**config.mk**
```make
export PLATFORM = sky130hd
export DESIGN_NAME = rsv_mul
export DESIGN_NICKNAME = d
export VERILOG_FILES = /design/src/hdl/rsv_pkg.sv /design/src/hdl/rsv_mul.sv
export SDC_FILE = /design/constraint.sdc
export NUM_CORES = 1
export LEC_CHECK = 0
export ABC_AREA = 0
export BUFFER_PORTS_ARGS = -buffer_cell sky130_fd_sc_hd__buf_2
export CAP_MARGIN = 20
export CORE_UTILIZATION = 64
export CTS_BUF_LIST = sky130_fd_sc_hd__clkbuf_4
export DETAILED_ROUTE_END_ITERATION = 10
export PLACE_DENSITY = 0.89
export SYNTH_ARGS = -nofsm -noshare
export SYNTH_HDL_FRONTEND = slang
export SYNTH_SLANG_ARGS = --single-unit
```
**constraint.sdc**
```tcl
create_clock -name clk -period 7 [get_ports clk]
set_input_delay 2.1 -clock clk [delete_from_list [all_inputs] [get_ports clk]]
set_output_delay 2.1 -clock clk [all_outputs]
set_load 0.02 [all_outputs]
```
**src/hdl/rsv_pkg.sv**
```systemverilog
`timescale 1ns / 1ps
// ----------------------------------------------------------------------------
// rsv_pkg: shared constants and types
// Widths, state codes and status codes of the rolling spread volatility unit.
// ----------------------------------------------------------------------------
package rsv_pkg;

  localparam int PRICE_BITS    = 32;
  localparam int NUM_PAIRS     = 8;
  localparam int PAIR_BITS     = 3;
  localparam int HISTORY_DEPTH = 256;
  localparam int DEPTH_BITS    = 8;
  localparam int ADDR_W        = PAIR_BITS + DEPTH_BITS;
  localparam int MEM_DEPTH     = NUM_PAIRS * HISTORY_DEPTH;

  localparam int WIN_W    = 9;           // window length / sample count
  localparam int SPREAD_W = 34;          // signed doubled spread
  localparam int MAG_W    = 33;          // spread magnitude
  localparam int SQR_W    = 2 * MAG_W;   // one squared spread
  localparam int SUM_W    = 42;          // signed sum of up to 256 spreads
  localparam int MS_W     = 41;          // magnitude of the sum
  localparam int SQ_W     = 74;          // sum of squares
  localparam int PROD_W   = 83;          // n*sumsq and sum^2
  localparam int FRAC_W   = 16;          // 65536 scale
  localparam int NUM_W    = PROD_W + FRAC_W;
  localparam int DEN_W    = 16;          // n*(n-1)
  localparam int ROOT_W   = 50;
  localparam int VOL_W    = 41;

  localparam logic [WIN_W-1:0] WIN_RESET = 9'd20;

  typedef enum logic [1:0] {
    ST_OK  = 2'd0,
    ST_BAD = 2'd1,
    ST_FEW = 2'd2
  } status_t;

  typedef enum logic [3:0] {
    S_IDLE,
    S_CHECK,
    S_ACC,
    S_MUL1_GO,
    S_MUL1_WAIT,
    S_MUL2_GO,
    S_MUL2_WAIT,
    S_DIV_GO,
    S_DIV_WAIT,
    S_SQRT_GO,
    S_SQRT_WAIT,
    S_DONE
  } state_t;

endpackage

```
**src/hdl/rsv_mul.sv**
```systemverilog
`timescale 1ns / 1ps
// ----------------------------------------------------------------------------
// rsv_mul: shift-add multiplier
// One multiplier bit per cycle, stops early when the remaining bits are zero.
// ----------------------------------------------------------------------------
module rsv_mul (
  input  logic                         clk,
  input  logic                         rst_n,
  input  logic                         start,
  input  logic [rsv_pkg::SQ_W-1:0]     a,
  input  logic [rsv_pkg::MS_W-1:0]     b,
  output logic                         done,
  output logic [rsv_pkg::PROD_W-1:0]   product
);

  logic [rsv_pkg::PROD_W-1:0] a_r;
  logic [rsv_pkg::MS_W-1:0]   b_r;
  logic [rsv_pkg::PROD_W-1:0] acc_r;
  logic                       busy_r;
  logic                       done_r;

  always_ff @(posedge clk) begin
    if (!rst_n) begin
      busy_r <= 1'b0;
      done_r <= 1'b0;
    end else begin
      done_r <= 1'b0;
      if (start) begin
        busy_r <= 1'b1;
      end else if (busy_r && (b_r == '0)) begin
        busy_r <= 1'b0;
        done_r <= 1'b1;
      end
    end
  end

  always_ff @(posedge clk) begin
    if (start) begin
      a_r   <= {{(rsv_pkg::PROD_W-rsv_pkg::SQ_W){1'b0}}, a};
      b_r   <= b;
      acc_r <= '0;
    end else if (busy_r && (b_r != '0)) begin
      if (b_r[0]) begin
        acc_r <= acc_r + a_r;
      end
      a_r <= a_r << 1;
      b_r <= b_r >> 1;
    end
  end

  assign done    = done_r;
  assign product = acc_r;

endmodule

```
==> results.sh <==
export IMPL_antenna_violations_before_repair=1
export IMPL_min_delay_worst_endpoint="product[35]"
export IMPL_fin_hold_ws_ns=0.475
export IMPL_tightest_slew_ns=1.08
export IMPL_critPathMaxStageDelay_ns=0.96
export IMPL_overflow=0
export IMPL_highest_net_fanout_along_the_worst_path=116
export IMPL_placed_cells=1780
export IMPL_min_delay_path_depth=2
export IMPL_cts_sinks=209
export IMPL_synthCells=1373
export IMPL_route_detailed_wl_per_inst_um=17.7
export IMPL_drt_pass1_iter_count=5
export IMPL_slew_viol_final=0
export IMPL_dp_hpwl_mm=23.8
export IMPL_critPathBufInv=2
export IMPL_areaGrowthSynthToFinish_pct=14.5
export IMPL_clk_transition_reported_paths_ns=0.06
export IMPL_synth_edff_count=115
export IMPL_post_route_drc_count=0
export IMPL_filler_cell_count=1445
export IMPL_p_int_mw=2.41
export IMPL_final_net_count=1768
export IMPL_critical_path_startpoint_type="input pin"
export IMPL_rsz0062_at_grt="false"
export IMPL_rr_endpoint="product[82]"
export IMPL_place_port_buffers=201
export IMPL_p_sw_mw=1.14
export IMPL_ctsResizeCount=0
export IMPL_share_comb_of_total_power_pct=24.7
export IMPL_timing_final_hold_violations=0
export IMPL_finalWorstPathRequiredPeriod_ns=4.30
export IMPL_worstSkewPairLatency_ns=0.70
export IMPL_die_height_um=145
export IMPL_vdd_ir_drop_max_mv=0.187
export IMPL_clock_root_buffer="sky130_fd_sc_hd__clkbuf_4"
export IMPL_register_area_um2=5340
export IMPL_syn_cell_area_um2=13100
export IMPL_timing_critical_path_cells="buf_6, clkinv_1, nand2_1, nor3_1, a221oi_1, o211ai_1"
export IMPL_design_core_area_um2=20200
export IMPL_worst_hold_launch="product[35]"
export IMPL_synth_warning_count=0
export IMPL_total_leakage_power_nw=6.68
export IMPL_final_cell_mix="sky130_fd_sc_hd__buf_2, sky130_fd_sc_hd__nand2_1, sky130_fd_sc_hd__a21oi_1"
export IMPL_multi_input_area_um2=7380
export IMPL_power_share_switching_pct=32.1
export IMPL_drt_iter0_markers=835
export IMPL_grt_max_degree=117
export IMPL_drive_gt1_share_pct=27.1
export IMPL_synth_ff_type="sky130_fd_sc_hd__edfxtp_1"
export IMPL_place_gp_congestion=0.937
export IMPL_most_frequent_standard_cell_in_the_layout_excluding_fill_and_tap_cells="sky130_fd_sc_hd__buf_2"
export IMPL_clock_skew_final_ns=0.0420
export IMPL_avgSynthCellArea_um2=9.56
export IMPL_cts_htree_levels=2
export IMPL_synth_lib_cells_used_distinct=73
export IMPL_fp_row_count=52
export IMPL_ant_nets=0
export IMPL_tritoncts_clock_tree="done"
export IMPL_setup_total_negative_slack_ns=0
export IMPL_placement_setup_worst_slack_ns=2.03
export IMPL_setup_worst_path_end_class="register"
export IMPL_worst_setup_path_type="input pin to register"
export IMPL_post_dp_cell_area_um2=14300
export IMPL_post_layout_total_power_mw=3.55
export IMPL_routed_via_density=6.13
export IMPL_io_pins=202
export IMPL_design_die_area_um2=21100
export IMPL_grt_pass1_vias=11500
export IMPL_pwr_share_clk_pct=32.7
export IMPL_max_cap_violations=0
export IMPL_finalCoreUtilization_pct=74.5
export IMPL_fp_dieW_um=145
export IMPL_initial_core_util_pct=65.1
export IMPL_r2r_worst_path_cells=13
export IMPL_route_vias_total=11600
export IMPL_worst_ep_arrival_time_ns=4.86
export IMPL_finalWirelength_mm=33.3
export IMPL_min_period_over_period_pct=61.4
export IMPL_synth_sequential_area_ratio_pct=40.6
export IMPL_worst_r2r_startpoint="product[0]"
export IMPL_async_s_r_ff_share_synth_pct=0
export IMPL_wire_length_of_the_first_global_routing_pass_mm=54.8
export IMPL_setup_viol_count_final=0
export IMPL_tritoncts_num_buffers=55
export IMPL_worst_endpoint_required_ns=7.56
export IMPL_synth_seq_cells=209
export IMPL_finalNonFillerCells=1885
export IMPL_result_of_the_run="finished, final reports clean"
export IMPL_p_per_area_nw_per_um2=236
export IMPL_final_cell_area_um2=15000
export IMPL_max_slew_margin_rel_pct=27.7
export IMPL_cts_setup_buffers=0
export IMPL_postSynthNetCount=1574
export IMPL_crit_path_top_delay_cell="sky130_fd_sc_hd__nand2_1"
export IMPL_holdBufCountCts=0
export IMPL_critical_path_top_delay_family="buffers and inverters"
export IMPL_timing_reg2reg_setup_slack_ns=3.23
export IMPL_grt_use_total_pct=31.4
export IMPL_post_route_worst_setup_slack_ns=2.70
export IMPL_fmaxAchievable_mhz=233
export IMPL_worstHoldPathType="register to register"
export IMPL_clockBufferDepth=3
export IMPL_power_frac_seq_pct=42.6
-- worst register-to-register path, stage by stage, from the launching register on --
cell	delay [ns]
sky130_fd_sc_hd__dfxtp_1	0.37
sky130_fd_sc_hd__ha_1	0.22
sky130_fd_sc_hd__inv_1	0.07
sky130_fd_sc_hd__fa_1	0.37
sky130_fd_sc_hd__and2b_1	0.25
sky130_fd_sc_hd__o211ai_2	0.11
sky130_fd_sc_hd__a2111oi_2	0.47
sky130_fd_sc_hd__o31ai_1	0.16
sky130_fd_sc_hd__a311o_1	0.45
sky130_fd_sc_hd__a21oi_1	0.32
sky130_fd_sc_hd__or2_2	0.20
sky130_fd_sc_hd__a21oi_1	0.06
sky130_fd_sc_hd__o211ai_1	0.25
sky130_fd_sc_hd__mux2_2	0.37
-- power by group through the flow --
| stage | Sequential (mW) | Clock, mW | Combinational, mW |
|---|---|---|---|
| after global routing | 1.52 | 1.23 | 0.961 |
| final | 1.51 | 1.16 | 0.877 |
| after CTS | 1.51 | 1.17 | 0.864 |
| after detailed placement | 1.53 | 0 | 0.856 |
| after global placement | 1.53 | 0 | 0.832 |
| after floorplan | 1.55 | 0 | 0.608 |
-- sequential cells by signal, indices dropped and copies added (netlist names) --
name,cells
busy_r,1
b_r,41
a_r,83
done,1
product,83
-- worst max-delay path by stage --
stage / start / endpoint / cells after the start
final: start / product[71] / 6
after global routing: start / product[71] / 6
after CTS: start / product[71] / 6
after detailed placement: start / product[71] / 6
after global placement: start / product[71] / 6
after floorplan: start / a_r[0] / 3
-- routing by layer --
| layer | vias up | track usage [%] | part of all wire, % |
|---|---|---|---|
| li1 | 5542 | - | - |
| met1 | 5442 | 39.3 | 41 |
| met3 | 93 | 6.70 | 7.7 |
| met2 | 485 | 52.6 | 48 |
| met4 | 0 | 12.7 | 3.0 |
| met5 | - | 0 | 0 |
-- kinds of logic after synthesis --
logic type / after synthesis / synth area share (%)
flops: 209 / 40.6
xor+xnor: 60 / 4.00
buf+inv: 107 / 3.19
mux: 123 / 10.5
simple gates: 394 / 14.0
compound gates: 397 / 19.7
fa+ha+maj: 83 / 7.97
-- final cells by class --
class | instances | share of cell area [%]
well taps | 270 | 2.25
clock buffers | 92 | 4.59
flip-flops and latches | 209 | 35.5
repair buffers | 207 | 7.12
clock inverters | 12 | 0.508
diodes | 1 | 0.0166
multi-input cells | 1057 | 49.1
inverters | 37 | 0.924
-- Yosys cell counts, types with 28 or more instances --
| master | count | area share, % |
|---|---|---|
| sky130_fd_sc_hd__nand2_1 | 164 | 4.7 |
| sky130_fd_sc_hd__a21o_1 | 54 | 3.1 |
| sky130_fd_sc_hd__ha_1 | 82 | 7.8 |
| sky130_fd_sc_hd__nor2_1 | 70 | 2.0 |
| sky130_fd_sc_hd__nand4_1 | 36 | 1.7 |
| sky130_fd_sc_hd__clkbuf_1 | 62 | 1.8 |
| sky130_fd_sc_hd__mux2_2 | 113 | 9.7 |
| sky130_fd_sc_hd__a21oi_1 | 145 | 5.5 |
| sky130_fd_sc_hd__dfxtp_1 | 94 | 14 |
| sky130_fd_sc_hd__nand3_1 | 28 | 1.1 |
| sky130_fd_sc_hd__inv_1 | 36 | 1.0 |
| sky130_fd_sc_hd__xnor2_1 | 35 | 2.3 |
| sky130_fd_sc_hd__edfxtp_1 | 115 | 26 |
| sky130_fd_sc_hd__o21ai_0 | 62 | 2.4 |
Power figures use the tool's default switching activity.
