$ cat src/hdl/rsv_pkg.sv
`timescale 1ns / 1ps
// ----------------------------------------------------------------------------
// rsv_pkg: shared constants and types
// Widths, state codes and status codes of the rolling spread volatility unit.
// ----------------------------------------------------------------------------
package rsv_pkg;

  localparam int PRICE_BITS    = 32;
  localparam int NUM_PAIRS     = 8;
  localparam int PAIR_BITS     = 3;
  localparam int HISTORY_DEPTH = 256;
  localparam int DEPTH_BITS    = 8;
  localparam int ADDR_W        = PAIR_BITS + DEPTH_BITS;
  localparam int MEM_DEPTH     = NUM_PAIRS * HISTORY_DEPTH;

  localparam int WIN_W    = 9;           // window length / sample count
  localparam int SPREAD_W = 34;          // signed doubled spread
  localparam int MAG_W    = 33;          // spread magnitude
  localparam int SQR_W    = 2 * MAG_W;   // one squared spread
  localparam int SUM_W    = 42;          // signed sum of up to 256 spreads
  localparam int MS_W     = 41;          // magnitude of the sum
  localparam int SQ_W     = 74;          // sum of squares
  localparam int PROD_W   = 83;          // n*sumsq and sum^2
  localparam int FRAC_W   = 16;          // 65536 scale
  localparam int NUM_W    = PROD_W + FRAC_W;
  localparam int DEN_W    = 16;          // n*(n-1)
  localparam int ROOT_W   = 50;
  localparam int VOL_W    = 41;

  localparam logic [WIN_W-1:0] WIN_RESET = 9'd20;

  typedef enum logic [1:0] {
    ST_OK  = 2'd0,
    ST_BAD = 2'd1,
    ST_FEW = 2'd2
  } status_t;

  typedef enum logic [3:0] {
    S_IDLE,
    S_CHECK,
    S_ACC,
    S_MUL1_GO,
    S_MUL1_WAIT,
    S_MUL2_GO,
    S_MUL2_WAIT,
    S_DIV_GO,
    S_DIV_WAIT,
    S_SQRT_GO,
    S_SQRT_WAIT,
    S_DONE
  } state_t;

endpackage

$ cat src/hdl/rsv_sqrt.sv
`timescale 1ns / 1ps
// ----------------------------------------------------------------------------
// rsv_sqrt: digit-by-digit integer square root
// One root bit per cycle, two radicand bits consumed per step.
// ----------------------------------------------------------------------------
module rsv_sqrt (
  input  logic                         clk,
  input  logic                         rst_n,
  input  logic                         start,
  input  logic [rsv_pkg::NUM_W-1:0]    rad,
  output logic                         done,
  output logic [rsv_pkg::ROOT_W-1:0]   root
);

  localparam int RAD_W = 2 * rsv_pkg::ROOT_W;
  localparam int REM_W = rsv_pkg::ROOT_W + 1;
  localparam int CNT_W = $clog2(rsv_pkg::ROOT_W + 1);
  localparam logic [CNT_W-1:0] STEPS = CNT_W'(rsv_pkg::ROOT_W);

  logic [RAD_W-1:0]          rad_r;
  logic [REM_W-1:0]          rem_r;
  logic [rsv_pkg::ROOT_W-1:0] root_r;
  logic [CNT_W-1:0]          cnt_r;
  logic                      done_r;
  logic [REM_W+1:0]          rem_t;
  logic [REM_W+1:0]          trial;
  logic                      fit;

  assign rem_t = {rem_r, rad_r[RAD_W-1 -: 2]};
  assign trial = {1'b0, root_r, 2'b01};
  assign fit   = rem_t >= trial;

  always_ff @(posedge clk) begin
    if (!rst_n) begin
      cnt_r  <= '0;
      done_r <= 1'b0;
    end else begin
      done_r <= 1'b0;
      if (start) begin
        cnt_r <= STEPS;
      end else if (cnt_r != '0) begin
        cnt_r <= cnt_r - 1'b1;
        if (cnt_r == CNT_W'(1)) begin
          done_r <= 1'b1;
        end
      end
    end
  end

  always_ff @(posedge clk) begin
    if (start) begin
      rad_r  <= {{(RAD_W-rsv_pkg::NUM_W){1'b0}}, rad};
      rem_r  <= '0;
      root_r <= '0;
    end else if (cnt_r != '0) begin
      rem_r  <= fit ? REM_W'(rem_t - trial) : rem_t[REM_W-1:0];
      root_r <= {root_r[rsv_pkg::ROOT_W-2:0], fit};
      rad_r  <= rad_r << 2;
    end
  end

  assign done = done_r;
  assign root = root_r;

endmodule
$ cat config.mk
export PLATFORM = sky130hd
export DESIGN_NAME = rsv_sqrt
export DESIGN_NICKNAME = d
export VERILOG_FILES = /design/src/hdl/rsv_pkg.sv /design/src/hdl/rsv_sqrt.sv
export SDC_FILE = /design/constraint.sdc
export NUM_CORES = 1
export LEC_CHECK = 0
export BUFFER_PORTS_ARGS = -buffer_cell sky130_fd_sc_hd__buf_4
export CAP_MARGIN = 25
export CORE_UTILIZATION = 53
export DETAILED_ROUTE_END_ITERATION = 12
export PLACE_DENSITY = 0.85
export SYNTH_ARGS = -nofsm -noshare
export SYNTH_HDL_FRONTEND = slang
export SYNTH_SLANG_ARGS = --single-unit
$ cat constraint.sdc
create_clock -name clk -period 4.2 [get_ports clk]
set_input_delay 1.05 -clock clk [delete_from_list [all_inputs] [get_ports clk]]
set_output_delay 1.05 -clock clk [all_outputs]
set_load 0.1 [all_outputs]
==> results.md, run 1 <==
* Status: finished clean
* Vias per Instance at around 5.9
* Routability congestion estimate at 0.941
* Asr flop ratio synth at 0
* Gate Count Post-Synth at 1252
* Maximum VDD drop at 551 uV
* P per Cell Area at 718 nW/um2
* Min-delay worst type: reg2reg
* Placed inst area at 13300 um2
* Finished layout cell area at 14100 um2
* Post-Syn Area at 12000 um2
* Min-delay src: root[49]
* Top FF cell, synth: dfxtp_1
* # IOs at 153
* Starting density of the core at 0.545
* Vias in the first global route at slightly below 10000
* HPWL after detailed placement at 20600 um
* Final net count at 1526
* Slew Viols, Final at 0
* Crit share post-route at 0.846
* Num rows at 54
* Ant diodes at 0
* Syn Area/Cell at between 9 and 10 um2
* CTS tree: yes
* Top cells by area in the synthesized netlist: edfxtp_1 (25%), dfxtp_1 (18%), mux2_2 (9.2%)
* Area leader, netlist: edfxtp_1
* Endpoints failing setup at 0
* Final wirelength at 29900 um
* Final hold violation count at 0
* First-pass GRT wire length at 49100 um
* Hold-critical path depth at 2
* Num CTS Buffers at 24
* P&R area growth vs syn at 17.2%
* Arrival time worst endpoint at 4.01 ns
* Worst slew pin tran at 0.900 ns
* Port-buffer cells at 152
* Layout cells sized above 1 at 0.236
* Final ANT Viol Nets at 0
* Global-route usage over all layers at 0.257
* Worst-path fanout max at 18
* EDFF count, synth at 99
* Max-cap violations at 0
* Area of the die at 23300 um2
* Syn nets at ~1400
* Worst r2r dst: rem_r[26]
* Crit. End Element: flip-flop
* Reg power frac at 0.271
* CP required at between 4 and 5 ns
* Antenna violations before repair at 0
* Final Non-Filler Cells at 1667
* Worst-path clk slew at 0.06 ns
* Pre-antenna DRT Iters at 7
* Top-count cell post-synth: nand2_1
* R2r worst-path depth at 12
* Hold-fix buffers, CTS at 0
* Setup Total Neg Slack at 0 ns
* Largest net degree at the start of global routing at 101
* Root buffer cell: clkbuf_16
* Fmax at 0.281 GHz
* Yosys top cell area share at 0.248
* Clock power share at 0.204
* Postcts setup bufs at 0
* Worst r2r src: root[1]
* Synth warn at 0
* Sequential share of the synthesized area at 0.429
* FF+latch count, synth at 208
* Die H at 153 um
* Layout Skew at 0.0195 ns
* Gr ovfl total at 0
* Synth cell types at 77
* H-tree depth at 1
* RSZ-0062 raised after global routing: false
* Residual DRC at 0
* Wirelength per Cell at 17.9 um
* Startpoint Class: flip-flop
* Initial DRC Count at 821
* Setup CP Type: reg2reg
* Hold Crit Endpoint: root[49]
* Chip width at 153 um
* Int Pwr at 0.00595 W
* Combinational share of power at 0.525
* Cells after DPL at 1623
* Net Sw Frac at 0.412
* Pleak at 5.83 nW
* Slew Limit Headroom at 0.392
* R2R Setup Slk at 0.65 ns
* Switching power at 0.00416 W
* DR vias at 9862
* Post-CTS Resized at 0
* CTS Buffer Depth at 3
* Fillers at 1764
* Clk sink count at 208
* Tmin final at 3.55 ns
* Worst-skew pair later-pin latency at ~0.54 ns
* Commonest cells post-synth: nand2_1 (164), dfxtp_1 (109), a21oi_1 (105)
* Core area at 22000 um2
[registers in the layout (all words and copies together), names as in the netlist]
signal / count
rad_r: 100
rem_r: 51
root: 50
cnt_r: 6
done: 1
[power groups by stage]
stage / combinational (W) / clock [W] / sequential [W]
2_1_floorplan: 0.00414 / 0 / 0.00276
3_3_place_gp: 0.00510 / 0 / 0.00276
3_5_place_dp: 0.00519 / 0 / 0.00277
4_1_cts: 0.00524 / 0.00209 / 0.00274
5_1_grt: 0.00580 / 0.00215 / 0.00278
6_report: 0.00531 / 0.00206 / 0.00274
[layer usage]
metal  part of all wire  vias up  track usage
li1                   -     4759            -
met1               0.41     4663        0.316
met2               0.48      382        0.443
met3              0.095       58       0.0728
met4              0.023        0       0.0664
met5                  0        -            0
[stage by stage]
step / total power (W) / utilization / worst slack [ns] / hold slack, ns
5_1_grt: 0.0107 / 0.639 / 0.350 / 0.507
3_5_place_dp: 0.00796 / 0.604 / 0.722 / 0.474
3_3_place_gp: 0.00786 / 0.604 / 0.846 / 0.456
2_1_floorplan: 0.00690 / - / 0.632 / 0.439
4_1_cts: 0.0101 / 0.639 / 0.679 / 0.482
6_report: 0.0101 / 0.639 / 0.647 / 0.479
[cell families (layout without fill, tap and decap cells)]
kind of cell | count (synthesis) | in the layout | synth area share
AND/OR/NAND/NOR | 358 | 358 | 0.135
AO/OA/AOI/OAI | 312 | 312 | 0.179
flip-flops | 208 | 208 | 0.429
buffers and inverters | 147 | 282 | 0.0506
multiplexers | 127 | 127 | 0.116
adder cells (fa/ha/maj) | 55 | 55 | 0.0573
XOR/XNOR | 45 | 45 | 0.0328
[worst max-delay path by stage]
stage,slack (ns),to,depth (start not counted),start
2_1_floorplan,0.63,rem_r[12],13,root[6]
3_3_place_gp,0.85,rem_r[25],11,root[28]
3_5_place_dp,0.72,rem_r[26],12,root[1]
4_1_cts,0.68,rem_r[37],11,root[41]
5_1_grt,0.35,rem_r[37],11,root[41]
6_report,0.65,rem_r[26],12,root[1]
[cells in the final DEF, fill, tap and decap left out, types with 9 or more instances in the layout]
cell,count
a21oi_1,105
ha_1,55
a211oi_1,32
nor3_1,20
o21bai_1,9
buf_4,165
inv_1,71
a21o_1,36
nor2_1,74
nand2b_1,10
o21ai_0,28
clkbuf_16,24
edfxtp_1,99
xnor2_1,26
nand3_1,21
xor2_1,19
dfxtp_1,109
and3_1,23
mux2_2,98
mux2i_1,29
nand2_1,162
a31oi_1,15
nand4_1,15
[critical path, cell delays in order (launching register included)]
cell      delay [ns]
dfxtp_1         0.36
inv_1           0.06
ha_1            0.39
a21oi_2         0.24
a21oi_1         0.10
or2_1           0.29
a221o_1         0.39
a21oi_4         0.20
o22ai_2         0.13
o32ai_4         0.74
buf_4           0.28
a21oi_1         0.08
a211oi_2        0.22
[layout make-up]
cell class              instances  area, um2  area share
inverters                      71        267      0.0189
well taps                     280        350      0.0249
repair buffers                167       1270      0.0902
flip-flops and latches        208       5150       0.366
clock inverters                12        114     0.00809
clock buffers                  32        661      0.0469
multi-input cells             897       6260       0.445
Note: power is estimated with default switching activity, not from simulation.
==> inputs of run 2 (changes only) <==
ABC_AREA = 1   (was not set)
CORE_UTILIZATION = 60   (was 53)
PLACE_DENSITY = 0.9   (was 0.85)
clock period = 3.7 ns   (was 4.2 ns; I/O delays follow)
==> run 2 against run 1 <==
Global-route usage is 8.4 points higher. Sequential cell count is the same. Sequential power up 19%. First-iteration DRC count is 22% higher. Critical path depth unchanged. Synthesized cell count up 54%. Critical endpoint is now rem_r[16]. Largest power group unchanged.
==> results.md, run 2 <==
* FF+latch count, synth at 208 (unchanged)
* Crit share post-route at 0.821 (-0.0246)
* Largest Register: rad_r
* First-pass GRT wire length at 60000 um (+22%)
* Commonest cells post-synth: nand2_1 (750), inv_1 (280), nor2_1 (145)
* P&R area growth vs syn at 16.1%
* Worst-skew pair later-pin latency at 0.54 ns (about the same)
* Slew Viols, Final at 0 (unchanged)
* Post-Syn Area at 13000 um2 (+7.9%)
* # IOs at 153 (unchanged)
* Top-count cell post-synth: nand2_1
* Commonest cells after routing, fill and taps aside: nand2_1 (750), inv_1 (278), buf_4 (162), nor2_1 (144), a21oi_1 (111)
* Hold-fix buffers, CTS at 0 (unchanged)
* Largest net degree at the start of global routing at 188 (+86%)
* Buffer and inverter count on the worst path at 2 (unchanged)
* Residual DRC at 0 (unchanged)
* HPWL after detailed placement at 27000 um (+31%)
* Asr flop ratio synth at 0 (unchanged)
* Port-buffer cells at 152 (unchanged)
* Sequential share of the synthesized area at 0.398 (-0.0313)
* Area of the die at 22200 um2 (-4.7%)
* Die H at 149 um (-2.4%)
* Cells after DPL at 2299 (+42%)
* EDFF count, synth at 99 (unchanged)
* RSZ-0062 raised after global routing: false
* Top cells by area in the synthesized netlist: edfxtp_1 (23%), nand2_1 (22%), dfxtp_1 (17%)
* CTS Buffer Depth at 3 (unchanged)
* Root buffer cell: clkbuf_16
* Startpoint Class: flip-flop
* Crit. End Element: flip-flop
* Max-cap violations at 0 (unchanged)
* Area leader, netlist: edfxtp_1
* Crit-path max cell delay at 0.40 ns (-0.34 ns)
* Num rows at 53 (-1.9%)
* Pleak at 7.91 nW (+36%)
* Wirelength per Cell at 16.1 um (-9.9%)
* Num CTS Buffers at 23 (-4.2%)
* Min-delay worst type: reg2reg
* Status: finished clean
* Tmin final at 3.04 ns (-0.514 ns)
* Worst slew pin tran at 0.886 ns (-0.0135 ns)
* Antenna violations before repair at 0 (unchanged)
* Maximum VDD drop at 483 uV (-12%)
* H-tree depth at 1 (unchanged)
* Layout cells sized above 1 at 0.112 (-0.124)
* Commonest non-fill, non-tap cell in the layout: nand2_1
* Starting density of the core at 0.614 (+0.0691)
* P per Cell Area at 927 nW/um2 (+29%)
* Synth warn at 0 (unchanged)
* Postcts setup bufs at 0 (unchanged)
* Routability congestion estimate at 1.04 (+11%)
* Chip width at 149 um (-2.4%)
* Final ANT Viol Nets at 0 (unchanged)
* Final hold violation count at 0 (unchanged)
* Largest register FFs at 100 (unchanged)
* Syn nets at 2081 (+48%)
* Final net count at 2206 (+45%)
* CP Cell Sequence: inv_1 > ha_1 > nand2_1 > nor2_2 > nand2_1 > nor2_2 > nand4_2 > nand3_2 > buf_4 > nand2_1 > o21ai_0 > a21oi_1
* Pre-antenna DRT Iters at 5 (-2)
* WHS at 0.474 ns (-0.00475 ns)
* Vias in the first global route at 12300 (+26%)
* Worst-path fanout max at 24 (+6)
* Vias per Instance at 5.40 (-8.7%)
* Clk sink count at 208 (unchanged)
* Fmax at 0.329 GHz (+17%)
* Yosys top cell area share at 0.230 (-0.0181)
* Global-route usage over all layers at 0.341 (+0.0839)
* Top FF cell, synth: dfxtp_1
* Slew Limit Headroom at 0.409 (+0.0168)
* Initial DRC Count at 999 (+22%)
* Fillers at 1671 (-5.3%)
* Ant diodes at 0 (unchanged)
* CP required at 4.09 ns (-0.56 ns)
* CTS tree: yes
* Synth cell types at 36 (-53%)
* Worst path top cell family by delay: simple AND/OR/NAND/NOR gates
* Final Non-Filler Cells at 2339 (+40%)
* Worst-path clk slew at 0.06 ns (about the same)
* Post-CTS Resized at 0 (unchanged)
* Slowest CP cell: buf_4
* Setup CP Type: reg2reg
* Syn Area/Cell at 6.73 um2 (-30%)
* Worst path most repeated cell: nand2_1
* Gate Count Post-Synth at 1924 (+54%)
* DR vias at 12600 (+28%)
* Endpoints failing setup at 0 (unchanged)
* Arrival time worst endpoint at 3.43 ns (-0.58 ns)
* Final wirelength at 37700 um (+26%)
* Gr ovfl total at 0 (unchanged)
* Setup Total Neg Slack at 0 ns (unchanged)
* Layout Skew at 0.0198 ns (+0.000340 ns)
* Core area at 21100 um2 (-4.3%)
[run 2: cell type report]
cell class,count,area [um2],share of cell area
sequential,208,5150,0.343
clock inverter,6,73.8,0.00491
timing repair buffer,165,1280,0.0849
inverter,286,1080,0.0718
multi-input combinational,1365,6450,0.429
tap,275,344,0.0229
clock buffer,34,657,0.0437
[run 2: worst min-delay path, delay by kind of cell, from the launching register on]
kind	cells	cell delay (ns)
flip-flops	1	0.32
AND/OR/NAND/NOR	2	0.11
[run 2: cells by family (layout without fill, tap and decap cells)]
group,Yosys count,in the layout,share of synthesized area
DFF,208,208,0.398
adders and majority gates,55,55,0.0531
xor gates and xnor gates,31,31,0.0210
buffers and inverters,351,491,0.105
AOI/OAI and AO/OA,225,225,0.0901
and+or+nand+nor,1054,1054,0.333
[run 2: layer usage]
metal	global-route usage	wire [um]
met1	0.433	16000
met4	0.0995	1060
met2	0.595	18200
met5	0	0
met3	0.0544	2430
[run 2: per-stage QoR]
stage / area (um2) / power [W] / util / setup slack (ns)
after floorplan: 13000 / 0.00940 / - / 0.352
after global placement: 14300 / 0.0114 / 0.678 / 0.855
after detailed placement: 14300 / 0.0115 / 0.678 / 0.740
after CTS: 15000 / 0.0138 / 0.713 / 0.733
after global routing: 15000 / 0.0150 / 0.713 / 0.458
final: 15000 / 0.0139 / 0.713 / 0.661
[run 2: path summary, 6_finish.rpt]
path | slack [ns] | cells after the start | to | startpoint
worst max-delay path | 0.66 | 12 | rem_r[16] | root[22]
worst min-delay path | 0.47 | 2 | rem_r[20] | rem_r[20]
worst max register to register | 0.66 | 12 | rem_r[16] | root[22]
worst min register to register | 0.47 | 2 | rem_r[20] | rem_r[20]
[run 2: report_power, final]
part	internal, W	switching (W)
registers	0.00296	0.000309
logic	0.00251	0.00591
clock network	0.00130	0.000945
total	0.00678	0.00716
==> inputs of run 3 (changes only) <==
clock period = 2.8 ns   (was 3.7 ns; I/O delays follow)
==> run 3 against run 2 <==
Clock power rose by 28%. Register-to-register slack got worse by 0.51 ns. Setup slack got worse by 0.51 ns. Sequential cell count did not move. Fmax rose by 15%. Power rose by 39%. Via count rose by 3.0%. First-iteration DRC count rose by 9.9%.
==> results.md, run 3 (synthesis results as in run 2) <==
* Status: finished clean
* Worst slew pin tran at 0.611 ns (-0.276 ns)
* Min-delay worst type: in2reg
* Endpoints failing setup at 0 (unchanged)
* Num rows at 53 (unchanged)
* Layout cells sized above 1 at 0.149 (+0.0370)
* Vias in the first global route at 12800 (+4.1%)
* Max-cap violations at 0 (unchanged)
* Clk sink count at 208 (unchanged)
* Worst-skew pair later-pin latency at 0.54 ns (about the same)
* CP required at 3.25 ns (-0.84 ns)
* P per Cell Area at 1250 nW/um2 (+35%)
* Worst r2r dst: rem_r[36]
* Routability congestion estimate at 1.04 (-0.43%)
* Largest Register: rad_r
* Commonest cells after routing, fill and taps aside: nand2_1 (749), inv_1 (276), buf_4 (200), nor2_1 (140), a21oi_1 (110)
* Hold Crit Endpoint: cnt_r[5]
* Final ANT Viol Nets at 0 (unchanged)
* Residual DRC at 0 (unchanged)
* Vias per Instance at 5.46 (+1.0%)
* Setup Total Neg Slack at 0 ns (unchanged)
* Global-route usage over all layers at 0.374 (+0.0331)
* Port-buffer cells at 152 (unchanged)
* R2r worst-path depth at 15 (+3)
* Ant diodes at 0 (unchanged)
* Layout Skew at 0.0150 ns (-0.00479 ns)
* Pre-antenna DRT Iters at 8 (+3)
* Fmax at 0.377 GHz (+15%)
* Startpoint Class: flip-flop
* CTS tree: yes
* Area of the die at 22200 um2 (unchanged)
* Largest net degree at the start of global routing at 128 (-32%)
* # IOs at 153 (unchanged)
* CTS Buffer Depth at 3 (unchanged)
* Num CTS Buffers at 23 (unchanged)
* Core area at 21100 um2 (unchanged)
* First-pass GRT wire length at 64900 um (+8.2%)
* Slew Limit Headroom at 0.593 (+0.184)
* Gr ovfl total at 0 (unchanged)
* Crit share post-route at 0.947 (+0.126)
* Maximum VDD drop at 704 uV (+46%)
* Chip width at 149 um (unchanged)
* Largest register FFs at 100 (unchanged)
* Pleak at 8.13 nW (+2.7%)
* Min-delay src: rst_n
* Slew Viols, Final at 0 (unchanged)
* Worst-path clk slew at 0.06 ns (about the same)
* HPWL after detailed placement at 29300 um (+8.4%)
* Wirelength per Cell at 17.2 um (+6.5%)
* Antenna violations before repair at 0 (unchanged)
* Die H at 149 um (unchanged)
* Root buffer cell: clkbuf_16
* Tmin final at 2.65 ns (-0.387 ns)
* Arrival time worst endpoint at 3.10 ns (-0.33 ns)
* Final wirelength at 41000 um (+8.6%)
* Worst r2r src: root[15]
* Hold-fix buffers, CTS at 0 (unchanged)
* Worst-path fanout max at 3 (-88%)
* Final hold violation count at 0 (unchanged)
* P&R area growth vs syn at 19.5%
* DR vias at 13000 (+3.0%)
* Commonest non-fill, non-tap cell in the layout: nand2_1
* Setup CP Type: reg2reg
* Final net count at 2249 (+1.9%)
* Starting density of the core at 0.614 (unchanged)
* Hold-critical path depth at 3 (+1)
* Initial DRC Count at 1098 (+9.9%)
* Crit. End Element: flip-flop
* R2R Setup Slk at 0.15 ns (-0.51 ns)
* H-tree depth at 1 (unchanged)
* RSZ-0062 raised after global routing: false
* Final Total Pwr at 0.0194 W (+39%)
==> run 3: cell types whose count changed in the layout (fill, tap and decap cells not counted), sizes merged <==
cell	delta
clkbuf	-1
clkinv	+2
buf	+43
clkinvlp	+2
inv	-1
==> run 3: worst max-delay path, stage by stage (launching register included) <==
cell and delay [ns]:
dfxtp_1 0.36, inv_1 0.08, ha_1 0.30, buf_4 0.12, nand2_1 0.09, nor2_1 0.23, nand2_1 0.17, inv_1 0.21
nand4_1 0.15, nand3_1 0.27, nand2_1 0.16, nand2_1 0.08, nand2_1 0.04, nand2_1 0.06, nor2_1 0.05, nor3_1 0.20
==> run 3: worst max-delay path by stage <==
stage	end	slack, ns	startpoint
after floorplan	cnt_r[1]	-0.22	cnt_r[0]
after global placement	rem_r[45]	0.03	root[42]
after detailed placement	rem_r[46]	-0.05	root[34]
after CTS	rem_r[28]	0.09	root[34]
after global routing	rem_r[12]	0.008	root[40]
final	rem_r[36]	0.15	root[15]
==> run 3: metrics by stage <==
| stage | setup slack [ns] | util | cells | cell area (um2) | hold slack (ns) |
|---|---|---|---|---|---|
| global placement | 0.0321 | 0.698 | 2340 | 14700 | 0.464 |
| global route | 0.00760 | 0.734 | 2384 | 15500 | 0.406 |
| finish | 0.148 | 0.734 | 2384 | 15500 | 0.400 |
| detailed placement | -0.0530 | 0.698 | 2340 | 14700 | 0.470 |
| floorplan | -0.223 | - | 1924 | 13000 | 0.443 |
| CTS | 0.0879 | 0.732 | 2382 | 15400 | 0.385 |
==> run 3: where the power goes <==
part,internal (W),total [W],leakage [nW],switching (W)
logic,0.00386,0.0121,5.81,0.00824
clock network,0.00163,0.00289,0.332,0.00126
registers,0.00394,0.00436,1.98,0.000428
total,0.00942,0.0194,8.13,0.00993
==> run 3: routing by layer <==
metal | wire length (um) | share of wire | GRT usage
met2 | 19800 | 0.48 | 0.653
met3 | 3150 | 0.077 | 0.0572
met1 | 16300 | 0.40 | 0.459
met4 | 1670 | 0.041 | 0.152
met5 | 0 | 0 | 0
==> run 3: layout make-up <==
type | count | area, um2
Clock buffer | 33 | 613
Clock inverter | 9 | 86.3
Fill cell | 1634 | 5620
Inverter | 286 | 1080
Multi-Input combinational cell | 1365 | 6490
Sequential cell | 208 | 5200
Tap cell | 275 | 344
Timing Repair Buffer | 208 | 1650
==> run 3: repair_timing <==
action / CTS / global route
gates resized for setup: 2 / 6
buffers inserted: 0 / 2
setup endpoints to repair: 13 / 34
pin swaps: 0 / 1
