## config.mk

```make
export PLATFORM = sky130hd
export DESIGN_NAME = rsv_div
export DESIGN_NICKNAME = d
export VERILOG_FILES = /design/src/hdl/rsv_pkg.sv /design/src/hdl/rsv_div.sv
export SDC_FILE = /design/constraint.sdc
export NUM_CORES = 1
export LEC_CHECK = 0
export BUFFER_PORTS_ARGS = -buffer_cell sky130_fd_sc_hd__buf_2
export CAP_MARGIN = 15
export CORE_AREA = 2 2 125 127
export CTS_CLUSTER_DIAMETER = 50
export CTS_CLUSTER_SIZE = 28
export DETAILED_ROUTE_END_ITERATION = 16
export DIE_AREA = 0 0 127 129
export HOLD_SLACK_MARGIN = 0.12
export PLACE_DENSITY = 0.71
export SYNTH_ARGS = -nofsm -noshare
export SYNTH_HDL_FRONTEND = slang
export SYNTH_SLANG_ARGS = --single-unit
```

## constraint.sdc

```tcl
create_clock -name clk -period 10 [get_ports clk]
set_input_delay 0.5 -clock clk [delete_from_list [all_inputs] [get_ports clk]]
set_output_delay 0.5 -clock clk [all_outputs]
set_load 0.05 [all_outputs]
```

## src/hdl/rsv_pkg.sv

```systemverilog
`timescale 1ns / 1ps
// ----------------------------------------------------------------------------
// rsv_pkg: shared constants and types
// Widths, state codes and status codes of the rolling spread volatility unit.
// ----------------------------------------------------------------------------
package rsv_pkg;

  localparam int PRICE_BITS    = 32;
  localparam int NUM_PAIRS     = 8;
  localparam int PAIR_BITS     = 3;
  localparam int HISTORY_DEPTH = 256;
  localparam int DEPTH_BITS    = 8;
  localparam int ADDR_W        = PAIR_BITS + DEPTH_BITS;
  localparam int MEM_DEPTH     = NUM_PAIRS * HISTORY_DEPTH;

  localparam int WIN_W    = 9;           // window length / sample count
  localparam int SPREAD_W = 34;          // signed doubled spread
  localparam int MAG_W    = 33;          // spread magnitude
  localparam int SQR_W    = 2 * MAG_W;   // one squared spread
  localparam int SUM_W    = 42;          // signed sum of up to 256 spreads
  localparam int MS_W     = 41;          // magnitude of the sum
  localparam int SQ_W     = 74;          // sum of squares
  localparam int PROD_W   = 83;          // n*sumsq and sum^2
  localparam int FRAC_W   = 16;          // 65536 scale
  localparam int NUM_W    = PROD_W + FRAC_W;
  localparam int DEN_W    = 16;          // n*(n-1)
  localparam int ROOT_W   = 50;
  localparam int VOL_W    = 41;

  localparam logic [WIN_W-1:0] WIN_RESET = 9'd20;

  typedef enum logic [1:0] {
    ST_OK  = 2'd0,
    ST_BAD = 2'd1,
    ST_FEW = 2'd2
  } status_t;

  typedef enum logic [3:0] {
    S_IDLE,
    S_CHECK,
    S_ACC,
    S_MUL1_GO,
    S_MUL1_WAIT,
    S_MUL2_GO,
    S_MUL2_WAIT,
    S_DIV_GO,
    S_DIV_WAIT,
    S_SQRT_GO,
    S_SQRT_WAIT,
    S_DONE
  } state_t;

endpackage

```

## src/hdl/rsv_div.sv

```systemverilog
`timescale 1ns / 1ps
// ----------------------------------------------------------------------------
// rsv_div: restoring divider
// One quotient bit per cycle, numerator shifted in MSB first.
// ----------------------------------------------------------------------------
module rsv_div (
  input  logic                         clk,
  input  logic                         rst_n,
  input  logic                         start,
  input  logic [rsv_pkg::NUM_W-1:0]    num,
  input  logic [rsv_pkg::DEN_W-1:0]    den,
  output logic                         done,
  output logic [rsv_pkg::NUM_W-1:0]    quot
);

  localparam int CNT_W = $clog2(rsv_pkg::NUM_W + 1);
  localparam logic [CNT_W-1:0] STEPS = CNT_W'(rsv_pkg::NUM_W);

  logic [rsv_pkg::NUM_W-1:0] q_r;
  logic [rsv_pkg::DEN_W-1:0] den_r;
  logic [rsv_pkg::DEN_W-1:0] rem_r;
  logic [CNT_W-1:0]          cnt_r;
  logic                      done_r;
  logic [rsv_pkg::DEN_W:0]   rem_t;
  logic                      fit;

  assign rem_t = {rem_r, q_r[rsv_pkg::NUM_W-1]};
  assign fit   = rem_t >= {1'b0, den_r};

  always_ff @(posedge clk) begin
    if (!rst_n) begin
      cnt_r  <= '0;
      done_r <= 1'b0;
    end else begin
      done_r <= 1'b0;
      if (start) begin
        cnt_r <= STEPS;
      end else if (cnt_r != '0) begin
        cnt_r <= cnt_r - 1'b1;
        if (cnt_r == CNT_W'(1)) begin
          done_r <= 1'b1;
        end
      end
    end
  end

  always_ff @(posedge clk) begin
    if (start) begin
      q_r   <= num;
      den_r <= den;
      rem_r <= '0;
    end else if (cnt_r != '0) begin
      rem_r <= fit ? rsv_pkg::DEN_W'(rem_t - {1'b0, den_r}) : rem_t[rsv_pkg::DEN_W-1:0];
      q_r   <= {q_r[rsv_pkg::NUM_W-2:0], fit};
    end
  end

  assign done = done_r;
  assign quot = q_r;

endmodule

```

==> run summary, run 1 <==
The flow ran to the end, and the final reports show no timing, DRC or antenna violations. Synthesis produced a netlist whose cell count is 479. The floorplan step defined a die boundary enclosing 0.01638 mm^2. The setup path with the least slack is of type reg2reg. The internal power of the cells totals 1281 uW.

For this run, the share of the core covered by cells in the final layout is 56.44%. The area growth from synthesis to layout is 27.28%. The net count of the mapped netlist was 617; the number of nets with antenna violations after detailed routing was 0. The CTS H-tree depth was 4; the number of sinks handled by clock tree synthesis was 139. The number of detailed-route iterations in the first pass was 5; the number of storage elements in the synthesis netlist was 139. Of the available clock period, the critical path in the final layout requires 29.93%. The total CTS buffers is 17. The run gives 39.84% as the worst-case headroom to the max-slew limit.

The tools report the startpoint of the lowest-slack hold path as den[3]. The most numerous cell in the Yosys netlist is sky130_fd_sc_hd__edfxtp_1. The tools report the initial antenna violation count as 3.

The start point of the critical path was cnt_r[4]$_SDFFE_PP0N_. Combinational logic is responsible for 30.9% of the overall power. The number of enable-type register cells in the synthesized netlist was 115; the core area was 0.01498 mm^2. For the clock latency on the worst-skew pair, the log shows 0.42 ns.

From bottom edge to top edge, the die measures 129 um. In this run the deepest clock path goes through 2 buffers. The logs give 39.1% for the portion of total power attributed to sequential cells and 285 for the iteration-0 DRC count of the detailed router.

After floorplanning, the core was divided into 45 placement rows. In the final design database the tool counted 834 nets. Counting I/O delays and the setup requirement, the final critical path takes 2.993 ns.

sky130_fd_sc_hd__edfxtp_1 takes more of the synthesized area than any other cell. For the max-slew violation count, the log shows 0. Worst endpoint required time: 10.09 ns. The run gives 11,540 um as the HPWL after detailed placement.

The logs give 59.23% for the register area share after synthesis and 0 for the yosys synthesis warning count. Nature of the critical path endpoint: a register. The first global-routing pass estimated 24,710 um of wire. Once placement completed, the tool counted placed cells totaling 865. Number of hold violations in the final report: 0.

By area the synthesized netlist is led by sky130_fd_sc_hd__edfxtp_1, sky130_fd_sc_hd__mux2_2, sky130_fd_sc_hd__dfxtp_1. After synthesis, the netlist uses 57 different library cells. The share of total power dissipated in the clock network is 30.0%. The ratio of total power to cell area was 238.1 mW/mm^2; the sum of routed wire length over all layers was 15,820 um. The cell count of the worst reg-to-reg path is 6, and the final instance count without filler cells is 898. Entering global routing, the biggest net connects 74 pins. The logs give 0.01214 ns for the worst clock skew on the final layout and 7.007 ns for the final worst slack.

The analysis attributes to net switching a power of 731.3 uW. The dominant synthesized flop cell was sky130_fd_sc_hd__edfxtp_1. The weighted congestion at the end of routability-driven global placement is 0.8581, and the async set-reset flop share out of synthesis is 0%. Count of vias placed by the detailed router: 4,688. The commonest cells after synthesis are sky130_fd_sc_hd__edfxtp_1, sky130_fd_sc_hd__mux2_2, sky130_fd_sc_hd__nor2_1, sky130_fd_sc_hd__inv_1, sky130_fd_sc_hd__dfxtp_1. Global routing used 19.53% of the available tracks across all layers.

Net switching is 36.33% of the power. The floorplan die width was 127 um; the quantity of I/O buffers inserted on ports was 217. The transition time at the pin with the least slew margin is 0.9023 ns, and the setup slack after placement is 6.997 ns. Across the run, the number of max-cap violations was 0. The largest fanout on the critical path is 54, and the setup TNS is 0 ns. The total overflow left after global routing is 0.

Setup repair after global routing left no endpoint under its margin. After clock tree synthesis, the clock-pin slew on the worst setup and hold paths is 0.06 ns. IR analysis of the VDD net gives a maximum drop of 154.4 uV.

For this run, design rule violations remaining after detail routing come to 0. The via count of the first global-routing pass came out at 4,895. The class of the most critical hold timing path was in2reg. Once the floorplan was initialized, standard cells occupied 44.34% of the core. Dividing the synthesized area by the synthesized cell count gives 13.87 um^2. STA classifies the critical path startpoint as a register. The tools report the root buffer cell as sky130_fd_sc_hd__clkbuf_16. In this run, post-CTS hold repair placed 0 buffers.

The number of cells on the worst hold path is 1, and the highest clock frequency the design can meet is 0.3341 GHz. TritonCTS built the clock tree. At the worst endpoint, the arrival time is 3.08 ns.

The number of gates resized after CTS was 0. The average wire per cell in the routed design is 17.62 um, and the combined area of all synthesized cells is 0.006641 mm^2. The share of layout cells above drive strength 1 was 50.35%; the post-CTS repair timing setup buffer count was 0. The number of failing setup endpoints in the final timing report was 0. The run gives 0.003646 uW as the static power due to leakage. The fraction of post-synthesis cell area in the top cell type by area works out to 52.00%. Dividing the detail-routed via count by the number of cells gives 5.220.

The launching point of the worst reg2reg path was cnt_r[4]$_SDFFE_PP0N_. Top-level port count: 218.
==> cell usage in the layout (no fill, tap or decap), types with 3 or more instances in the layout <==
| cell | count |
|---|---|
| sky130_fd_sc_hd__inv_6 | 3 |
| sky130_fd_sc_hd__a21oi_1 | 12 |
| sky130_fd_sc_hd__nand3_1 | 11 |
| sky130_fd_sc_hd__edfxtp_1 | 115 |
| sky130_fd_sc_hd__a21boi_0 | 5 |
| sky130_fd_sc_hd__a21o_1 | 5 |
| sky130_fd_sc_hd__clkbuf_16 | 17 |
| sky130_fd_sc_hd__ha_1 | 19 |
| sky130_fd_sc_hd__o211ai_1 | 3 |
| sky130_fd_sc_hd__xnor2_1 | 13 |
| sky130_fd_sc_hd__clkinv_4 | 4 |
| sky130_fd_sc_hd__a211oi_1 | 10 |
| sky130_fd_sc_hd__and4_1 | 3 |
| sky130_fd_sc_hd__buf_2 | 216 |
| sky130_fd_sc_hd__buf_4 | 4 |
| sky130_fd_sc_hd__nor2_1 | 27 |
| sky130_fd_sc_hd__mux2_2 | 98 |
| sky130_fd_sc_hd__dfxtp_1 | 24 |
| sky130_fd_sc_hd__or3_1 | 4 |
| sky130_fd_sc_hd__nand2_1 | 16 |
| sky130_fd_sc_hd__xor2_1 | 3 |
| sky130_fd_sc_hd__mux2i_1 | 11 |
| sky130_fd_sc_hd__nor4_1 | 3 |
| sky130_fd_sc_hd__inv_1 | 25 |
| sky130_fd_sc_hd__nor3_1 | 3 |
| sky130_fd_sc_hd__o21ai_0 | 8 |
==> power groups by stage <==
stage | registers [uW] | logic (uW) | clock network (uW)
3_3_place_gp | 795 | 612 | 0
2_1_floorplan | 1010 | 263 | 0
4_1_cts | 789 | 623 | 618
5_1_grt | 798 | 665 | 643
3_5_place_dp | 798 | 621 | 0
6_report | 787 | 621 | 604
==> state kept, by name, indices dropped and copies added, names as in the netlist <==
name and flops:
cnt_r 7, den_r 16, done 1, quot 99
rem_r 16
==> metrics by stage <==
step / cell area [um^2] / power [uW] / hold slack (ns)
2_1_floorplan: 6641 / 1275 / 0.4617
3_3_place_gp: 7884 / 1407 / 0.4906
3_5_place_dp: 7884 / 1419 / 0.4803
4_1_cts: 8451 / 2029 / 0.2342
5_1_grt: 8453 / 2106 / 0.2405
6_report: 8453 / 2013 / 0.2560
==> cell type report <==
class,count,area [um^2]
clock buffers,18,429.2
flip-flops and latches,139,3934
diodes,1,2.502
multi-input cells,293,2510
clock inverters,14,137.6
fillers,1254,6524
well taps,188,235.2
inverters,25,93.84
repair buffers,220,1111
==> logic make-up after synthesis <==
family                     Yosys count  share of synthesized area [%]
xor gates and xnor gates            16                          2.110
adders and majority gates           20                          3.881
AOI/OAI and AO/OA                   66                          7.253
buffers and inverters               47                          3.090
muxes                              109                          18.27
and+or+nand+nor                     82                          6.161
DFF                                139                          59.23
==> final timing paths <==
check / endpoint / slack [ns]
min reg2reg: rem_r[15]$_SDFFE_PP0N_ / 0.49
max: quot[28]$_DFFE_PP_ / 7.01
max reg2reg: quot[28]$_DFFE_PP_ / 7.01
min: den_r[3]$_DFFE_PP_ / 0.26
==> routing by layer <==
metal	track usage, %	up-vias	part of all wire, %
met1	22.27	2267	39
met2	34.25	150	52
met3	8.108	14	7.5
met5	0	-	0.082
met4	4.913	2	0.65
li1	-	2255	-
==> critical path, stage by stage, from the launching register on <==
cell and delay [ns]:
sky130_fd_sc_hd__dfxtp_1 0.32, sky130_fd_sc_hd__or3_1 0.38, sky130_fd_sc_hd__or2_2 0.29, sky130_fd_sc_hd__nor2_1 0.14
sky130_fd_sc_hd__and2_1 0.52, sky130_fd_sc_hd__nand2_4 0.47, sky130_fd_sc_hd__buf_4 0.51
Note: power is estimated with default switching activity, not from simulation.
==> run 2: changes to the inputs <==
- clock period: 10 -> 2.95 ns (I/O delays scaled with it)
==> run summary, run 2 (synthesized netlist as in run 1, its figures left out) <==
The run finished with clean final reports. Leaving out fill and tap cells, the most frequent cells in the layout are sky130_fd_sc_hd__buf_2, sky130_fd_sc_hd__dlygate4sd3_1, sky130_fd_sc_hd__edfxtp_1. The minimum clock period after layout works out to 2.552 ns (-0.4416 ns). The library cell used most frequently in the layout, excluding fill and tap cells, is sky130_fd_sc_hd__buf_2. The worst setup path is launched from a register. The max-capacitance violation count was 0 (unchanged). The worst clock skew on the final layout is 0.009863 ns (-0.002280 ns), and the total overflow reported by the global router is 0 (unchanged).

The startpoint of the lowest-slack hold path was start. The tools report the iteration-0 DRC count of the detailed router as 287 (+0.70%). The run gives 22.24% (+2.7 points) as the total track usage.

TritonCTS built the clock tree. The setup path with the least slack is of type reg2reg. The largest net degree at the start of global routing was 132 (+78%); the worst endpoint required time was 3.22 ns (-6.87 ns). The count of nets after finishing came out at 952 (+14%). The wire length of the first global-routing pass was 28,130 um (+14%). The number of inserted diodes was 0 (-1). In this run the critical register-to-register path is launched from quot[98]$_DFFE_PP_. The average wire per cell in the routed design works out to 18.05 um (+2.5%). The final cycle utilization of the critical path was 86.50% (+57 points).

For the worst endpoint data arrival time, the log shows 2.82 ns (-0.26 ns). The number of hold violations in the final report is 0 (unchanged), and the clock latency on the worst-skew pair is 0.42 ns (about the same). The run gives 546.3 uV (+250%) as the worst vdd rail ir drop. The flip-flop count of the largest register, all copies and words added is 99 (unchanged), and the floorplan die width is 127 um (unchanged). The signal on the critical path passes through inv_1 -> ha_1 -> fa_1 -> nor2b_1 -> o2111a_1 -> nor2_1 -> o21ai_0 -> nor4_1 -> o31ai_1 -> a211oi_1. The transition time at the pin with the least slew margin was 0.8176 ns (-0.08468 ns); the number of sinks handled by clock tree synthesis was 139 (unchanged). The average vias per placed instance was 5.220 (about the same). The critical path starts at quot[98]$_DFFE_PP_.

The total CTS buffers was 17 (unchanged); the highest clock frequency the design can meet was 0.3919 GHz (+17%). The HPWL after detailed placement came out at 11,260 um (-2.4%). The tools report the weighted congestion at the end of routability-driven global placement as 0.8665 (+0.98%). The worst setup path is captured at a register. The share of layout cells above drive strength 1 is 43.41% (-6.9 points), and the register clock-pin slew on the reported worst setup and hold paths is 0.06 ns (about the same). The logs give 6923 uW (+240%) for the total chip power and 0.003934 mm^2 (unchanged) for the area of all sequential standard cells. Compared with the post-synthesis result, the final layout area differs by 44.74%. For the max-slew violation count, the log shows 0 (unchanged). The top-level port count was 218 (unchanged). The initial core utilization was 44.34% (unchanged); the core utilization of the finished layout was 64.19% (+7.7 points).

The floorplan die area was 0.01638 mm^2 (unchanged). The delay contributed by the slowest stage of the critical path was 0.41 ns (-0.11 ns). The height of the die works out to 129 um (unchanged). The number of detailed-route iterations in the first pass was 4 (-1); the number of standard-cell rows in the floorplan was 45 (unchanged). The total of fill cells in the finished design is 1,120 (-11%). The tightest min-delay check is of the in2reg type. The quantity of I/O buffers inserted on ports works out to 217 (unchanged). The ratio of total power to cell area was 720.2 mW/mm^2 (+200%). The worst-case headroom to the max-slew limit was 45.49% (+5.6 points). The largest fanout on the critical path came out at 3 (-94%). The static power due to leakage came out at 0.004131 uW (+13%). The initial antenna violation count is 0 (-3), and the core area is 0.01498 mm^2 (unchanged). Number of nets with antenna violations after detailed routing: 0 (unchanged). Setup repair after global routing left no endpoint under its margin.

The root buffer cell chosen for the clock tree is sky130_fd_sc_hd__clkbuf_16. The combined area of the multi-input logic cells came out at 0.002510 mm^2 (unchanged). The run gives 18,330 um (+16%) as the sum of routed wire length over all layers. The number of failing setup endpoints in the final timing report came out at 0 (unchanged). The combined buffer and inverter count along the critical path is 1 (unchanged). Post-cts repair resize count: 0 (unchanged).

The via count of the first global-routing pass was 5,524 (+13%). The CTS H-tree depth is 4 (unchanged), and the setup TNS is 0 ns (unchanged). The logs give 5,298 (+13%) for the count of vias placed by the detailed router and 2 (unchanged) for the maximum count of clock buffers along a single path.

Grouping stages by cell kind, the critical path spends the most delay in compound AO/OA/AOI/OAI gates. The slowest stage of the critical path belongs to the cell sky130_fd_sc_hd__fa_1. The remaining routing DRC violations is 0 (unchanged).
## run 2: tightest hold or removal path: stages
cell,delay [ns]
sky130_fd_sc_hd__buf_4,0.10
sky130_fd_sc_hd__inv_1,0.17
sky130_fd_sc_hd__a21boi_0,0.19
## run 2: routing by layer
metal / global-route usage (%) / wire length [um] / up-vias
met5: 0 / 0 / -
met4: 7.692 / 412 / 0
met3: 7.484 / 1177 / 35
met2: 40.39 / 9694 / 208
met1: 24.44 / 7041 / 2561
li1: - / - / 2494
## run 2: power by group
part / switching (uW) / internal (uW) / leakage (uW)
registers: 185 / 2490 / 0.00139
clock network: 886 / 1090 / 0.000259
logic: 1490 / 786 / 0.00248
## run 2: worst paths after layout
check                                end  slack (ns)  cells past startpoint
setup / recovery  rem_r[12]$_SDFFE_PP0N_        0.40                     10
hold / removal     cnt_r[6]$_SDFFE_PN0P_        0.25                      3
setup reg to reg  rem_r[12]$_SDFFE_PP0N_        0.40                     10
hold reg to reg   rem_r[15]$_SDFFE_PP0N_        0.51                      2
## run 2: layout make-up
type,count,share of cell area [%]
flip-flops and latches,139,40.92
inverters,25,0.9762
clock inverters,14,1.158
clock buffers,18,4.464
repair buffers,338,23.92
well taps,188,2.447
multi-input cells,293,26.11
## run 2: per-stage QoR
stage	cell area [um^2]	setup slack (ns)	hold WS (ns)	instances
6_report	9613	0.3983	0.2477	1015
5_1_grt	9613	0.1159	0.2511	1015
4_1_cts	9613	0.3985	0.2263	1015
3_5_place_dp	7911	0.4204	0.3259	867
3_3_place_gp	7911	0.4287	0.3235	867
2_1_floorplan	6649	0.3902	0.2464	479
## run 2: timing repair
item	in CTS	in global routing
hold buffers	116	0
setup buffers	0	0
endpoints found under the hold margin	123	0
==> run 3: changes to the inputs <==
- MAX_ROUTING_LAYER: unset -> met4
==> run summary, run 3 (synthesized netlist as in run 1, its figures left out) <==
The flow ran to the end, and the final reports show no timing, DRC or antenna violations. The largest net degree at the start of global routing is 132 (unchanged). The final cycle utilization of the critical path is 85.05% (-1.4 points). The run gives 4 (unchanged) as the CTS H-tree depth.

In the layout the commonest cells are sky130_fd_sc_hd__buf_2, sky130_fd_sc_hd__dlygate4sd3_1, sky130_fd_sc_hd__edfxtp_1. STA classifies the critical path endpoint as a register. The flip-flop count of the largest register, all copies and words added works out to 99 (unchanged). Root buffer cell: sky130_fd_sc_hd__clkbuf_16. For the total CTS buffers, the log shows 17 (unchanged). The max-capacitance violation count came out at 0 (unchanged).

Height of the die: 129 um (unchanged). The highest metal layer carrying signal wires in the routed design is met4. The largest fanout on the critical path is 9 (+6), and the clock latency on the worst-skew pair is 0.43 ns (about the same). The wire length of the first global-routing pass is 28,900 um (+2.7%). Number of inserted diodes: 0 (unchanged). The quantity of I/O buffers inserted on ports was 217 (unchanged).

The instance count after placement with tap cells included is 868 (+0.12%). The iteration-0 DRC count of the detailed router came out at 301 (+4.9%). The count of vias placed by the detailed router was 5,317 (+0.36%). Relative to the synthesized area, the layout overhead comes to 45.46%. The floorplan die area was 0.01638 mm^2 (unchanged).

The class of the most critical hold timing path was in2reg. The ratio of total power to cell area is 731.5 mW/mm^2 (+1.6%). The logs give 511.5 uV (-6.4%) for the worst vdd rail ir drop and 0 (unchanged) for the post-cts repair resize count. The logs give 0 (unchanged) for the number of failing setup endpoints in the final timing report and 0.007919 mm^2 (about the same) for the cell area reported after detailed placement.

The tools report the core area as 0.01498 mm^2 (unchanged). The minimum clock period after layout works out to 2.509 ns (-0.04262 ns). The library cell used most frequently in the layout, excluding fill and tap cells, is sky130_fd_sc_hd__buf_2. Number of detailed-route iterations in the first pass: 4 (unchanged). Start-to-end type of the worst setup path: reg2reg. The tools report the total track usage as 23.41% (+1.2 points). For the total overflow reported by the global router, the log shows 0 (unchanged). The average wire per cell in the routed design is 17.90 um (-0.86%). Initial antenna violation count: 0 (unchanged). STA classifies the critical path startpoint as a register. The tools report the remaining routing DRC violations as 0 (unchanged). The run gives 1,016 (+0.099%) as the final instance count without filler cells. The run gives 9235 um (-4.7%) as the met2 wirelength from detailed routing. Count of nets after finishing: 953 (+0.11%).

The total of fill cells in the finished design came out at 1,070 (-4.5%). The worst endpoint required time is 3.28 ns (+0.06 ns), and the HPWL after detailed placement is 11,310 um (+0.41%). Setup repair after global routing left no endpoint under its margin. Number of sinks handled by clock tree synthesis: 139 (unchanged). The floorplan die width is 127 um (unchanged), and the max-slew violation count is 0 (unchanged).

The highest clock frequency the design can meet was 0.3986 GHz (+1.7%); the average vias per placed instance was 5.233 (+0.26%). For the top-level port count, the log shows 218 (unchanged). The run gives 7206 um (+2.3%) as the post-route met1 wirelength.

For the number of nets with antenna violations after detailed routing, the log shows 0 (unchanged). Final instance area: 0.009661 mm^2 (+0.49%). The tools report the static power due to leakage as 0.004161 uW (+0.72%). The maximum count of clock buffers along a single path is 2 (unchanged). The sum of routed wire length over all layers is 18,190 um (-0.76%), and the number of hold violations in the final report is 0 (unchanged). The logs give 2.84 ns (+0.02 ns) for the worst endpoint data arrival time and 45 (unchanged) for the number of standard-cell rows in the floorplan. The share of layout cells above drive strength 1 came out at 43.72% (+0.31 points). The worst clock skew on the final layout was 0.01180 ns (+0.001935 ns). TritonCTS built the clock tree. The transition time at the pin with the least slew margin is 0.8170 ns (-0.0006550 ns). The logs give 1006 um (-15%) for the wire length on met3 and 0 ns (unchanged) for the setup TNS. The weighted congestion at the end of routability-driven global placement was 0.8769 (+1.2%); the worst-case headroom to the max-slew limit was 45.53% (about the same). The via count of the first global-routing pass is 5,713 (+3.4%), and the initial core utilization is 44.34% (unchanged). The register clock-pin slew on the reported worst setup and hold paths was 0.06 ns (about the same). Core utilization of the finished layout: 64.50% (+0.32 points).
==> run 3: cell types whose count changed in the layout (fill, tap and decap cells not counted), sizes merged <==
| cell | delta |
|---|---|
| clkbuf | -1 |
| buf | +1 |
| inv | +1 |
| bufinv | +1 |
| clkinvlp | -1 |
==> run 3: path summary, 6_finish.rpt <==
kind	slack [ns]	start	endpoint	cells after the start
max reg2reg	0.44	den_r[6]$_DFFE_PP_	rem_r[11]$_SDFFE_PP0N_	8
min reg2reg	0.50	rem_r[15]$_SDFFE_PP0N_	rem_r[15]$_SDFFE_PP0N_	2
min	0.25	start	cnt_r[0]$_SDFFE_PN0P_	3
max	0.44	den_r[6]$_DFFE_PP_	rem_r[11]$_SDFFE_PP0N_	8
==> run 3: where the power goes <==
group / leakage (uW) / switching (uW) / internal (uW)
registers: 0.00139 / 184 / 2490
logic: 0.00248 / 1480 / 790
clock network: 0.000284 / 935 / 1190
==> run 3: repair_timing <==
action | in CTS | in global routing
buffers inserted | 0 | 0
hold buffers | 116 | 0
hold endpoints to repair | 123 | 0
==> run 3: per-stage QoR <==
step	setup WS [ns]	total power [uW]	hold slack (ns)
2_1_floorplan	0.3902	4317	0.2464
3_3_place_gp	0.5559	4772	0.3243
3_5_place_dp	0.4774	4811	0.3256
4_1_cts	0.4535	7080	0.2346
5_1_grt	0.2335	7361	0.2543
6_report	0.4409	7066	0.2481
==> run 3: layout make-up <==
cell class                      instances  area [um^2]  share of cell area [%]
Sequential cell                       139         3934                   40.72
Multi-Input combinational cell        293         2510                   25.98
Timing Repair Buffer                  339         2307                   23.88
Clock buffer                           17        425.4                   4.404
Tap cell                              188        235.2                   2.435
Clock inverter                         15        155.1                   1.606
Inverter                               25        93.84                  0.9714
==> run 3: metal layers <==
metal / up-vias / global-route usage [%]
met5: - / -
met4: 0 / 10.80
li1: 2487 / -
met1: 2551 / 26.39
met2: 224 / 39.18
met3: 55 / 6.195
==> run 3: worst max-delay path: stages (launching register included) <==
cell and delay [ns]:
sky130_fd_sc_hd__edfxtp_1 0.33, sky130_fd_sc_hd__inv_1 0.04, sky130_fd_sc_hd__ha_1 0.39, sky130_fd_sc_hd__a21o_1 0.22
sky130_fd_sc_hd__or3_1 0.33, sky130_fd_sc_hd__o211ai_1 0.36, sky130_fd_sc_hd__a21o_1 0.38, sky130_fd_sc_hd__nand2_1 0.10
sky130_fd_sc_hd__a311oi_1 0.26
